$ cat src/sv/verg_pkg.sv
// Package for the vsync excess-rate guard: widths, timing constants and
// the item and result types shared by the interfaces and modules.
// No dependencies.
package verg_pkg;

  localparam int unsigned TsWidth      = 64;
  localparam int unsigned CountWidth   = 32;
  localparam int unsigned RefreshWidth = 10;
  localparam int unsigned RateWidth    = RefreshWidth + 1;
  localparam int unsigned NsWidth      = 30;
  localparam int unsigned LhsWidth     = CountWidth + NsWidth;
  localparam int unsigned ProdWidth    = TsWidth + RateWidth;
  localparam int unsigned StreakWidth  = 2;

  localparam logic [NsWidth-1:0]     NsPerSecond   = NsWidth'(1_000_000_000);
  localparam logic [TsWidth-1:0]     WindowNs      = TsWidth'(100_000_000);
  localparam logic [RateWidth-1:0]   MinRateHz     = RateWidth'(240);
  localparam logic [StreakWidth-1:0] NeededWindows = StreakWidth'(2);
  localparam logic [StreakWidth-1:0] StreakMax     = '1;
  localparam logic [CountWidth-1:0]  CountMax      = '1;

  typedef struct packed {
    logic [TsWidth-1:0] timestamp_ns;
    logic               pace_expected;
  } item_t;

  typedef struct packed {
    logic  valid;
    item_t item;
  } stage_t;

  typedef struct packed {
    logic fallback_triggered;
    logic fallback_active;
    logic window_excessive;
  } result_t;

endpackage

$ cat src/sv/verg_if.sv
// Valid/ready channel interfaces for the guard: present events in, guard
// results out, and the refresh-rate register write. Depends on verg_pkg.
interface verg_in_if;
  logic                         valid;
  logic                         ready;
  logic [verg_pkg::TsWidth-1:0] timestamp_ns;
  logic                         pace_expected;

  modport source (output valid, output timestamp_ns, output pace_expected, input ready);
  modport sink   (input valid, input timestamp_ns, input pace_expected, output ready);
endinterface

interface verg_out_if;
  logic valid;
  logic ready;
  logic fallback_triggered;
  logic fallback_active;
  logic window_excessive;

  modport source (output valid, output fallback_triggered, output fallback_active,
                  output window_excessive, input ready);
  modport sink   (input valid, input fallback_triggered, input fallback_active,
                  input window_excessive, output ready);
endinterface

interface verg_cfg_if;
  logic                              valid;
  logic                              ready;
  logic [verg_pkg::RefreshWidth-1:0] data;

  modport source (output valid, output data, input ready);
  modport sink   (input valid, input data, output ready);
endinterface

$ cat src/sv/verg_in_reg.sv
// Input register stage of the guard: captures one event beat and holds it
// until the core takes it. Depends on verg_pkg and verg_in_if.
module verg_in_reg (
  input  logic             clk_i,
  input  logic             rst_ni,
  verg_in_if.sink          in_i,
  input  logic             advance_i,
  output verg_pkg::stage_t stage_o
);
  import verg_pkg::*;

  logic  valid_q, valid_d;
  item_t item_q;
  logic  load;

  // take a new beat when empty or when the held one moves on this cycle
  assign in_i.ready = !valid_q || advance_i;
  assign load       = in_i.valid && in_i.ready;

  always_comb begin
    valid_d = valid_q;
    if (load) begin
      valid_d = 1'b1;
    end else if (advance_i) begin
      valid_d = 1'b0;
    end
  end

  always_ff @(posedge clk_i or negedge rst_ni) begin
    if (!rst_ni) begin
      valid_q <= 1'b0;
    end else begin
      valid_q <= valid_d;
    end
  end

  always_ff @(posedge clk_i) begin
    if (load) begin
      item_q.timestamp_ns  <= in_i.timestamp_ns;
      item_q.pace_expected <= in_i.pace_expected;
    end
  end

  assign stage_o.valid = valid_q;
  assign stage_o.item  = item_q;

endmodule

$ cat src/sv/verg_core.sv
// Guard core: window state, refresh register, the rate compare and the
// result register. Depends on verg_pkg, verg_out_if and verg_cfg_if.
module verg_core (
  input  logic             clk_i,
  input  logic             rst_ni,
  input  verg_pkg::stage_t stage_i,
  output logic             advance_o,
  verg_cfg_if.sink         cfg_i,
  verg_out_if.source       out_o
);
  import verg_pkg::*;

  logic [RefreshWidth-1:0] refresh_q;
  logic                    started_q, started_d;
  logic [TsWidth-1:0]      start_q, start_d;
  logic [CountWidth-1:0]   count_q, count_d;
  logic [StreakWidth-1:0]  streak_q, streak_d;
  logic                    latched_q, latched_d;

  logic    out_valid_q;
  result_t res_q, res_d;

  logic [CountWidth-1:0] count_inc;
  logic [TsWidth-1:0]    elapsed;
  logic [RateWidth-1:0]  rate_x2;
  logic [RateWidth-1:0]  rate;
  logic [LhsWidth-1:0]   lhs;
  logic [ProdWidth-1:0]  prod;
  logic                  excessive;
  logic [StreakWidth-1:0] streak_up;

  assign cfg_i.ready = 1'b1;

  always_ff @(posedge clk_i or negedge rst_ni) begin
    if (!rst_ni) begin
      refresh_q <= '0;
    end else if (cfg_i.valid) begin
      refresh_q <= cfg_i.data;
    end
  end

  // result register empties or is taken this cycle
  assign advance_o = stage_i.valid && (!out_valid_q || out_o.ready);

  // twice nominal refresh, floored at the minimum (unknown refresh lands there too)
  assign rate_x2   = {refresh_q, 1'b0};
  assign rate      = (rate_x2 < MinRateHz) ? MinRateHz : rate_x2;
  assign count_inc = (count_q == CountMax) ? count_q : count_q + CountWidth'(1);
  assign elapsed   = stage_i.item.timestamp_ns - start_q;
  assign lhs       = {{NsWidth{1'b0}}, count_inc} * {{CountWidth{1'b0}}, NsPerSecond};
  assign prod      = {{RateWidth{1'b0}}, elapsed} * {{TsWidth{1'b0}}, rate};
  assign excessive = {{(ProdWidth-LhsWidth){1'b0}}, lhs} > prod;
  assign streak_up = (streak_q == StreakMax) ? streak_q : streak_q + StreakWidth'(1);

  always_comb begin
    started_d = started_q;
    start_d   = start_q;
    count_d   = count_q;
    streak_d  = streak_q;
    latched_d = latched_q;
    res_d     = '0;
    if (!stage_i.item.pace_expected) begin
      started_d = 1'b0;
      start_d   = '0;
      count_d   = '0;
      streak_d  = '0;
      latched_d = 1'b0;
    end else if (latched_q) begin
      res_d.fallback_active = 1'b1;
    end else if (!started_q || (stage_i.item.timestamp_ns <= start_q)) begin
      // fresh window at this timestamp
      started_d = 1'b1;
      start_d   = stage_i.item.timestamp_ns;
      count_d   = '0;
      streak_d  = '0;
    end else if (elapsed >= WindowNs) begin
      streak_d               = excessive ? streak_up : '0;
      start_d                = stage_i.item.timestamp_ns;
      count_d                = '0;
      res_d.window_excessive = excessive;
      if (streak_d >= NeededWindows) begin
        latched_d                = 1'b1;
        res_d.fallback_triggered = 1'b1;
        res_d.fallback_active    = 1'b1;
      end
    end else begin
      count_d = count_inc;
    end
  end

  always_ff @(posedge clk_i or negedge rst_ni) begin
    if (!rst_ni) begin
      started_q   <= 1'b0;
      start_q     <= '0;
      count_q     <= '0;
      streak_q    <= '0;
      latched_q   <= 1'b0;
      out_valid_q <= 1'b0;
    end else begin
      if (advance_o) begin
        started_q <= started_d;
        start_q   <= start_d;
        count_q   <= count_d;
        streak_q  <= streak_d;
        latched_q <= latched_d;
      end
      if (advance_o) begin
        out_valid_q <= 1'b1;
      end else if (out_o.ready) begin
        out_valid_q <= 1'b0;
      end
    end
  end

  always_ff @(posedge clk_i) begin
    if (advance_o) begin
      res_q <= res_d;
    end
  end

  assign out_o.valid              = out_valid_q;
  assign out_o.fallback_triggered = res_q.fallback_triggered;
  assign out_o.fallback_active    = res_q.fallback_active;
  assign out_o.window_excessive   = res_q.window_excessive;

  a_trig_latches: assert property (@(posedge clk_i) disable iff (!rst_ni)
    advance_o && res_d.fallback_triggered |=> latched_q)
    else $error("fallback trigger did not latch");

  a_latch_sticky: assert property (@(posedge clk_i) disable iff (!rst_ni)
    advance_o && latched_q && stage_i.item.pace_expected |=> latched_q)
    else $error("latched fallback dropped while vsync expected");

  a_clear: assert property (@(posedge clk_i) disable iff (!rst_ni)
    advance_o && !stage_i.item.pace_expected |=> !started_q && !latched_q
      && (count_q == '0) && (streak_q == '0))
    else $error("guard not cleared");

  a_trig_excessive: assert property (@(posedge clk_i) disable iff (!rst_ni)
    out_valid_q && res_q.fallback_triggered |-> res_q.window_excessive
      && res_q.fallback_active)
    else $error("trigger without excessive window");

  a_state_holds: assert property (@(posedge clk_i) disable iff (!rst_ni)
    !advance_o |=> $stable(latched_q) && $stable(start_q) && $stable(count_q))
    else $error("guard state moved without a beat");

endmodule

$ cat src/sv/vsync_excess_rate_guard.sv
// Top level of the vsync excess-rate guard: input register stage and core.
// Depends on verg_pkg, verg_if, verg_in_reg and verg_core.
//
// Takes one present-completion beat per clock and returns one result beat
// per event, passing through the input register and then the result
// register; the whole state update for an event is one pass of logic
// between those two registers, so back-to-back events sustain one per
// cycle while the output side keeps taking. The refresh register write
// channel is always ready; write it only while no event is in flight.
module vsync_excess_rate_guard (
  input  logic        clk_i,
  input  logic        rst_ni,
  verg_in_if.sink     in_i,
  verg_cfg_if.sink    cfg_i,
  verg_out_if.source  out_o
);
  import verg_pkg::*;

  stage_t stage;
  logic   advance;

  verg_in_reg u_in_reg (
    .clk_i     (clk_i),
    .rst_ni    (rst_ni),
    .in_i      (in_i),
    .advance_i (advance),
    .stage_o   (stage)
  );

  verg_core u_core (
    .clk_i     (clk_i),
    .rst_ni    (rst_ni),
    .stage_i   (stage),
    .advance_o (advance),
    .cfg_i     (cfg_i),
    .out_o     (out_o)
  );

endmodule
$ cat src/flat_wrapper.sv
// flat-port wrapper written by rule: the top's interface ports become plain ports
module vsync_excess_rate_guard_flat import verg_pkg::*;
  (clk_i, rst_ni, in_i_valid, in_i_timestamp_ns, in_i_pace_expected, in_i_ready, cfg_i_valid, cfg_i_data, cfg_i_ready, out_o_valid, out_o_fallback_triggered, out_o_fallback_active, out_o_window_excessive, out_o_ready);
  verg_in_if in_i_i ();
  verg_cfg_if cfg_i_i ();
  verg_out_if out_o_i ();
  input  logic clk_i;
  input  logic rst_ni;
  input wire logic [$bits(in_i_i.valid)-1:0] in_i_valid;
  input wire logic [$bits(in_i_i.timestamp_ns)-1:0] in_i_timestamp_ns;
  input wire logic [$bits(in_i_i.pace_expected)-1:0] in_i_pace_expected;
  output wire logic [$bits(in_i_i.ready)-1:0] in_i_ready;
  input wire logic [$bits(cfg_i_i.valid)-1:0] cfg_i_valid;
  input wire logic [$bits(cfg_i_i.data)-1:0] cfg_i_data;
  output wire logic [$bits(cfg_i_i.ready)-1:0] cfg_i_ready;
  output wire logic [$bits(out_o_i.valid)-1:0] out_o_valid;
  output wire logic [$bits(out_o_i.fallback_triggered)-1:0] out_o_fallback_triggered;
  output wire logic [$bits(out_o_i.fallback_active)-1:0] out_o_fallback_active;
  output wire logic [$bits(out_o_i.window_excessive)-1:0] out_o_window_excessive;
  input wire logic [$bits(out_o_i.ready)-1:0] out_o_ready;
  assign in_i_i.valid = in_i_valid;
  assign in_i_i.timestamp_ns = in_i_timestamp_ns;
  assign in_i_i.pace_expected = in_i_pace_expected;
  assign in_i_ready = in_i_i.ready;
  assign cfg_i_i.valid = cfg_i_valid;
  assign cfg_i_i.data = cfg_i_data;
  assign cfg_i_ready = cfg_i_i.ready;
  assign out_o_valid = out_o_i.valid;
  assign out_o_fallback_triggered = out_o_i.fallback_triggered;
  assign out_o_fallback_active = out_o_i.fallback_active;
  assign out_o_window_excessive = out_o_i.window_excessive;
  assign out_o_i.ready = out_o_ready;
  vsync_excess_rate_guard u_core (.clk_i(clk_i), .rst_ni(rst_ni), .in_i(in_i_i), .cfg_i(cfg_i_i), .out_o(out_o_i));
endmodule
$ cat config.mk
export PLATFORM = sky130hd
export DESIGN_NAME = vsync_excess_rate_guard_flat
export DESIGN_NICKNAME = d
export VERILOG_FILES = /design/src/sv/verg_pkg.sv /design/src/sv/verg_if.sv /design/src/sv/verg_in_reg.sv /design/src/sv/verg_core.sv /design/src/sv/vsync_excess_rate_guard.sv /design/src/flat_wrapper.sv
export SDC_FILE = /design/constraint.sdc
export NUM_CORES = 2
export LEC_CHECK = 0
export BUFFER_PORTS_ARGS = -buffer_cell sky130_fd_sc_hd__buf_2
export CORE_MARGIN = 2
export CORE_UTILIZATION = 60
export DETAILED_ROUTE_END_ITERATION = 8
export PLACE_DENSITY_LB_ADDON = 0.12
export RECOVER_POWER = 25
export SLEW_MARGIN = 20
export SYNTH_ARGS = -nofsm -noshare
export SYNTH_HDL_FRONTEND = slang
export SYNTH_HIERARCHICAL = 1
export SYNTH_SLANG_ARGS = --single-unit
$ cat constraint.sdc
create_clock -name clk_i -period 12.7 [get_ports clk_i]
set_clock_uncertainty 0.05 [all_clocks]
set_input_delay 0.635 -clock clk_i [delete_from_list [all_inputs] [get_ports clk_i]]
set_output_delay 0.635 -clock clk_i [all_outputs]
set_load 0.02 [all_outputs]
Yosys cells after proc, flatten, opt, wreduce, memory -nomap -nowiden:

Cells that the tools add are included.

* add/sub/neg operators: 3
* multipliers: 2
* divide/modulo/power cells: 0
* magnitude comparators: 5
* equality and inequality tests: 5
* shift operators: 0
* muxes and demuxes: 32
* bitwise logic cells: 2
* reductions and logical operators: 14

Operators with widths (number)
* 64-bit two-way mux: 4
* 32-bit two-way mux: 5
* 62-bit by 75-bit > comparator with 1-bit output: 1
* 64-bit by 11-bit multiplier with 75-bit output: 1
* 64-bit by 27-bit >= comparator with 1-bit output, second input constant: 1
* 64-bit less-or-equal comparator: 1
* 64-bit subtractor: 1
* 32-bit by 21-bit multiplier with 53-bit output, second input constant: 1
* 32-bit by 1-bit adder with 32-bit output, second input constant: 1
* 32-bit == test, second input constant: 1
* 2-bit two-way mux: 9
* 1-bit two-way mux: 13
* 11-bit by 8-bit < comparator with 1-bit output, second input constant: 1
* 11-bit two-way mux: 1
* 3-bit AND reduction: 2
* 2-bit != test, second input constant: 2
* 2-bit nonzero test: 2
* 4-bit OR reduction: 1
* 1-bit zero test: 3
* 1-bit logical OR: 3
* 3-bit != test, second input constant: 1
* 2-bit by 1-bit adder with 2-bit output, second input constant: 1
* 2-bit == test, second input constant: 1
* 2-bit >= comparator, second input constant: 1
* other kinds (3): 5

* register bits: 180
* bits in latches: 0
* memory bits (writable): 0
* bits in read-only memories: 0
* input bits: 80
* logic and storage cells: 76
* memories: 0

Longest topological paths before layout:

* word-level depth: 11
* depth in mapped cells: 51
* depth with buffers taken out: 51

Modules after synthesis:

The synthesis kept the hierarchy.

By module, submodules not included
* verg_core: times used 1, cells each 5377, area each 45851.5 um^2, sequential area each 2867.8 um^2
* verg_in_reg: times used 1, cells each 70, area each 2013.2 um^2, sequential area each 1976.9 um^2

Worst setup path before layout:

OpenSTA, ideal clock, no wires.

* path kind: register -> register
* from: register u_core.u_core.count_q[0]
* to: register u_core.u_core.res_q, in the netlist u_core/u_core/out_o.fallback_triggered (data pin)
* library setup time: 139 ps
* data arrival time: 10913 ps
* required time: 12511 ps
* slack: 1598 ps
* cell stages (with the launch flop): 45
* path buffers: 0
* period minus slack after synthesis: 11102 ps
* path through: dfrtp_1 -> ha_1 -> nand4_1 -> nor4_1 -> nand3_1 -> nand4_1 -> nor2_1 -> and3_1 -> and2_1 -> nand4_1 -> xnor2_1 -> ha_1 -> fa_1 -> fa_1 -> inv_1 -> fa_1 -> fa_1 -> inv_1 -> (+9 left out) -> o31ai_1 -> a21o_1 -> nand3_1 -> a2111o_1 -> o211ai_1 -> ha_1 -> nand4_1 -> nor3_1 -> and2_1 -> nand2_1 -> o31ai_1 -> and4b_1 -> a21oi_1 -> o2111ai_1 -> nor4_1 -> nand4_1 -> a211o_1 -> nor2_1

* word-level cells in the longest chain between the ends: 7

RTL lines
* from (decl): line verg_core.sv:16 `logic [CountWidth-1:0] count_q, count_d;`
* from (signal assigned): line verg_core.sv:103 `count_q <= count_d;`
* 32-bit by 1-bit adder with 32-bit output / 32-bit == test (equally long branches): line verg_core.sv:48 `assign count_inc = (count_q == CountMax) ? count_q : count_q + CountWidth'(1);`
* 32-bit two-way mux *: line verg_core.sv:48
* 32-bit by 21-bit multiplier with 53-bit output *: line verg_core.sv:50 `assign lhs = {{NsWidth{1'b0}}, count_inc} * {{CountWidth{1'b0}}, NsPerSecond};`
* 62-bit by 75-bit > comparator with 1-bit output *: line verg_core.sv:52 `assign excessive = {{(ProdWidth-LhsWidth){1'b0}}, lhs} > prod;`
* 2-bit two-way mux *: line verg_core.sv:77 `streak_d = excessive ? streak_up : '0;`
* 2-bit >= comparator *: line verg_core.sv:81 `if (streak_d >= NeededWindows) begin`
* 2-bit two-way mux *: line verg_core.sv:81
* to (signal assigned): line verg_core.sv:117 `res_q <= res_d;`
* to (decl): line verg_core.sv:21 `result_t res_q, res_d;`

Mark *: on every way between the ends. The rest lies on a longest branch, timed or not.
A chain may end at the register's enable or synchronous reset.

Final worst setup path:

* from: register u_core.u_in_reg.item_q, in the netlist u_core/u_in_reg/stage_o[3]
* to: register u_core.u_core.res_q, in the netlist u_core/u_core/out_o.fallback_triggered (data pin)

* word-level cells in the longest chain between the ends: 6

RTL lines
* from (decl): line verg_in_reg.sv:13 `item_t item_q;`
* 64-bit subtractor: line verg_core.sv:49 `assign elapsed = stage_i.item.timestamp_ns - start_q;`
* 64-bit by 11-bit multiplier with 75-bit output: line verg_core.sv:51 `assign prod = {{RateWidth{1'b0}}, elapsed} * {{TsWidth{1'b0}}, rate};`
* 62-bit by 75-bit > comparator with 1-bit output: line verg_core.sv:52
* 2-bit two-way mux: line verg_core.sv:77
* 2-bit >= comparator: line verg_core.sv:81
* 2-bit two-way mux: line verg_core.sv:81

Several ways; a longest one is shown, not always the timed one.

==> out/summary.txt <==
OUTCOME
-------------------------------------------------------------------------------------------
Outcome                                                                        finished clean

ROUTING
-------------------------------------------------------------------------------------------
Vias per std cell                                                                     5.755
Met1 wire length                                                               57,050 microns
Post-detailed-route wirelength per cell                                        20.47 microns
Total length of routed wires                                                   132,700 microns
Number of remaining DRC errors                                                            0
Detailed-route via count                                                             37,330
Number of iterations in the first detailed-routing pass                                   6
Number of design-rule violations left by the first detailed-router iteration          2,893
Post-route antenna net violation count                                                    0
Met3 Wirelength                                                                8553 microns
Top routing layer in use                                                               met4
Met2 wire length                                                               62,750 microns

PLACEMENT
-------------------------------------------------------------------------------------------
Routability congestion estimate from global placement                                0.9844
Setup slack after placement                                                    -0.008793 ns
Total placed instance area                                                     49,360 sq um
Final HPWL DP                                                                  110,400 microns
Count of buffers inserted at the top-level ports                                         84

STA
-------------------------------------------------------------------------------------------
Tcrit/Tclk final                                                                     0.9577
F_max                                                                             82.22 MHz
Hold Worst Slack                                                                  0.2556 ns
Minimum clock period after layout                                                  12.16 ns
Slew Limit Fails                                                                          0
Worst Slack Setup Final                                                           0.5376 ns
Total count of hold-check failures in the final report                                    0
Worst slew slack as a fraction of its limit                                          0.2057
Transition time of the tightest slew-check pin                                     1.191 ns
RSZ-0062 raised after global routing                                                     no
Total of endpoints with negative setup slack in the final report                          0

SYNTHESIS
-------------------------------------------------------------------------------------------
Total standard cell area after synthesis                                       47,860 sq um
Most common library cells after synthesis                                      inv_1, fa_1, nand2_1
Average cell area after synthesis                                               8.787 sq um
Predominant post-synthesis flop cell                                                dfrtp_1
Post-synth net total                                                                  6,875
Cell taking the most area after synthesis                                              fa_1
Part of the Yosys area used for sequential elements                                  0.1012
Count of synthesis-stage warnings from yosys                                              6
Number of synthesized register bits                                                     180
Number of different library cells in the post-synthesis netlist                          96
Count leader, synth                                                                   inv_1
Post-Synthesis Cells                                                                  5,447
Fraction of synthesis flops using an asynchronous set or reset pin                   0.6222
Synth top area cells                                                           fa_1, ha_1, inv_1
Number of enable-type register cells in the synthesized netlist                          68
Share of the synthesized area in the top cell type                                   0.3354

CLOCKING
-------------------------------------------------------------------------------------------
CTS tree                                                                               done
Sink count of the clock tree                                                            180
Number of CTS-inserted buffers                                                           17
Buffer levels on the longest clock path                                                   2
Later-pin clock latency in the skew report                                          0.50 ns
Master cell of the clock root buffer                                              clkbuf_16
Clock slew at the register clock pins of the worst setup and hold paths             0.08 ns
Number of levels in the clock H-tree                                                      4

WORST HOLD PATH
-------------------------------------------------------------------------------------------
Class of the worst hold path                                                         in2reg

FLOORPLANNING
-------------------------------------------------------------------------------------------
Floorplan die area                                                             82,050 sq um
Core outline area                                                              79,000 sq um
Die Span Y                                                                     286.4 microns
Number of placed I/O pins                                                                86
Initial cell density of the core                                                     0.6059
Horizontal die dimension                                                       286.4 microns
Standard-cell row count                                                                 103

CRITICAL PATH
-------------------------------------------------------------------------------------------
Kind of start point of the critical path                                           register
Slowest Stage Delay on Critical Path                                                0.78 ns
Kind of critical path                                                               reg2reg
FF-to-FF End                                                                   u_core/u_core/out_o.fallback_triggered
Highest fanout seen on the critical path                                                 11
Register-to-register setup slack                                                    0.54 ns
Crit path required time                                                            12.99 ns
Worst Setup SP                                                                 u_core/u_in_reg/stage_o[3]
Worst setup endpoint                                                           u_core/u_core/out_o.fallback_triggered
Critical Path Sink Type                                                            register
Number of cells on the worst reg-to-reg path                                             42
Crit path arrival time                                                             12.45 ns
Reg-to-Reg Start                                                               u_core/u_in_reg/stage_o[3]
Slowest cell on the critical path                                                   a31oi_1

FINAL LAYOUT
-------------------------------------------------------------------------------------------
Finished Cell Area                                                             50,200 sq um
Area used by sequential logic in the layout                                      4848 sq um
Fraction of layout cells with a size suffix above 1                                 0.05759
Number of inserted filler cells in the final layout                                   6,755
Post-Route Utilization                                                               0.6354
Total number of nets in the final design                                              6,850
Multi-input logic area                                                         38,150 sq um
Relative area change from synthesis to final layout                                  4.870%

GRT
-------------------------------------------------------------------------------------------
Number of global-route vias before repair                                            38,560
Maximum number of pins on one net before global-route repair                             66
Number of antenna violations at the first check in global routing                         4
First-pass GRT wire length                                                     211,600 microns
Total global routing track utilization                                               0.3320
Global route total overflow                                                               0

JOB
-------------------------------------------------------------------------------------------
Max_cap viols                                                                             0

-- state kept, by name, summed over array words and instances (netlist names) --
signal	count
u_core/u_core/out_o.fallback_triggered	1
u_core/u_core/refresh_q	10
u_core/u_core/out_o.window_excessive	1
u_core/u_core/start_q	64
u_core/u_in_reg/stage_o	65
u_core/u_core/streak_q	2
u_core/u_in_reg/valid_q	1
u_core/u_core/count_q	32
u_core/u_core/out_o.valid	1
u_core/u_core/latched_q	1
u_core/u_core/started_q	1
u_core/u_core/out_o.fallback_active	1
-- worst min-delay path by stage --
stage	startpoint	endpoint	slack, ns	depth (start not counted)
after floorplan	rst_ni	u_core/u_core/count_q[0]	0.29	0
after global placement	u_core/u_core/started_q	u_core/u_core/started_q	0.42	2
after detailed placement	u_core/u_core/started_q	u_core/u_core/started_q	0.42	2
after CTS	in_i_timestamp_ns[8]	u_core/u_in_reg/stage_o[9]	0.24	1
after global routing	in_i_timestamp_ns[14]	u_core/u_in_reg/stage_o[15]	0.24	1
final	in_i_timestamp_ns[8]	u_core/u_in_reg/stage_o[9]	0.26	1
-- cell type report --
class	count	share of cell area
clock inverter	15	0.003315
antenna	1	0.00004985
clock buffer	17	0.008475
tap	1050	0.02617
multi-input combinational	3935	0.7601
inverter	1111	0.08308
sequential	180	0.09659
timing repair buffer	177	0.02221
-- cells by family (layout without fill, tap and decap cells) --
kind of cell / count (synthesis) / count (layout) / synth area share
muxes: 83 / 83 / 0.01772
buffers and inverters: 1332 / 1320 / 0.1072
adders and majority gates: 1348 / 1348 / 0.4782
and+or+nand+nor: 1525 / 1525 / 0.1526
xor gates and xnor gates: 200 / 200 / 0.03660
AOI/OAI and AO/OA: 778 / 778 / 0.1064
other: 1 / 2 / 0.00007835
DFF: 180 / 180 / 0.1012
-- critical path: cells and delay by family, from the launching register on --
family                   cells  cell delay [ns]
adder cells (fa/ha/maj)      8             3.71
AND/OR/NAND/NOR             16             3.12
AO/OA/AOI/OAI               12             3.53
XOR/XNOR                     2             0.74
flip-flops                   1             0.45
buffers and inverters        4             0.40
-- cells in the final DEF (no fill, tap or decap), types with 8 or more instances in the layout --
cell type / count
mux2i_1: 69
clkbuf_16: 17
ha_1: 546
o31ai_2: 8
a21boi_0: 11
o2111ai_1: 11
buf_2: 79
fa_1: 802
o21ai_0: 162
and4_1: 8
a21o_1: 68
nor2b_1: 70
a221oi_1: 10
nand3_1: 47
a21oi_1: 257
or3_1: 24
xor2_1: 86
and2_1: 189
nor4_1: 32
a211oi_1: 23
nor2_1: 224
and3_1: 33
buf_4: 92
nor3_1: 46
nand4_1: 92
o21ai_1: 13
mux2_2: 13
nand2_1: 661
inv_1: 1110
xnor2_1: 99
edfxtp_1: 68
nand2b_1: 34
or2_2: 12
o21bai_1: 29
o211ai_1: 21
o21a_1: 29
a31oi_1: 11
o31ai_1: 16
dfrtp_1: 109
-- metal layers --
layer  vias to the layer above  GRT usage
met4                         0     0.1085
li1                      17310          -
met5                         -          0
met3                       199    0.04539
met2                      1364     0.5447
met1                     18450     0.4569
-- per-stage QoR --
step	instances	TNS, ns
4_1_cts	6481	0
2_1_floorplan	5447	0
3_5_place_dp	6448	-0.008793
6_report	6486	0
3_3_place_gp	6448	0
5_1_grt	6485	0
-- timing repair --
| action | in CTS | in global routing |
|---|---|---|
| pin swaps | 0 | 3 |
| hold buffers | 1 | 0 |
| resized for setup | 2 | 30 |
| setup endpoints to repair | 4 | 6 |
| hold endpoints to repair | 18 | 0 |
| buffers inserted | 0 | 4 |
Power is not shown: default switching activity piles up to over one toggle a cycle in this logic, so the estimate is an artifact.
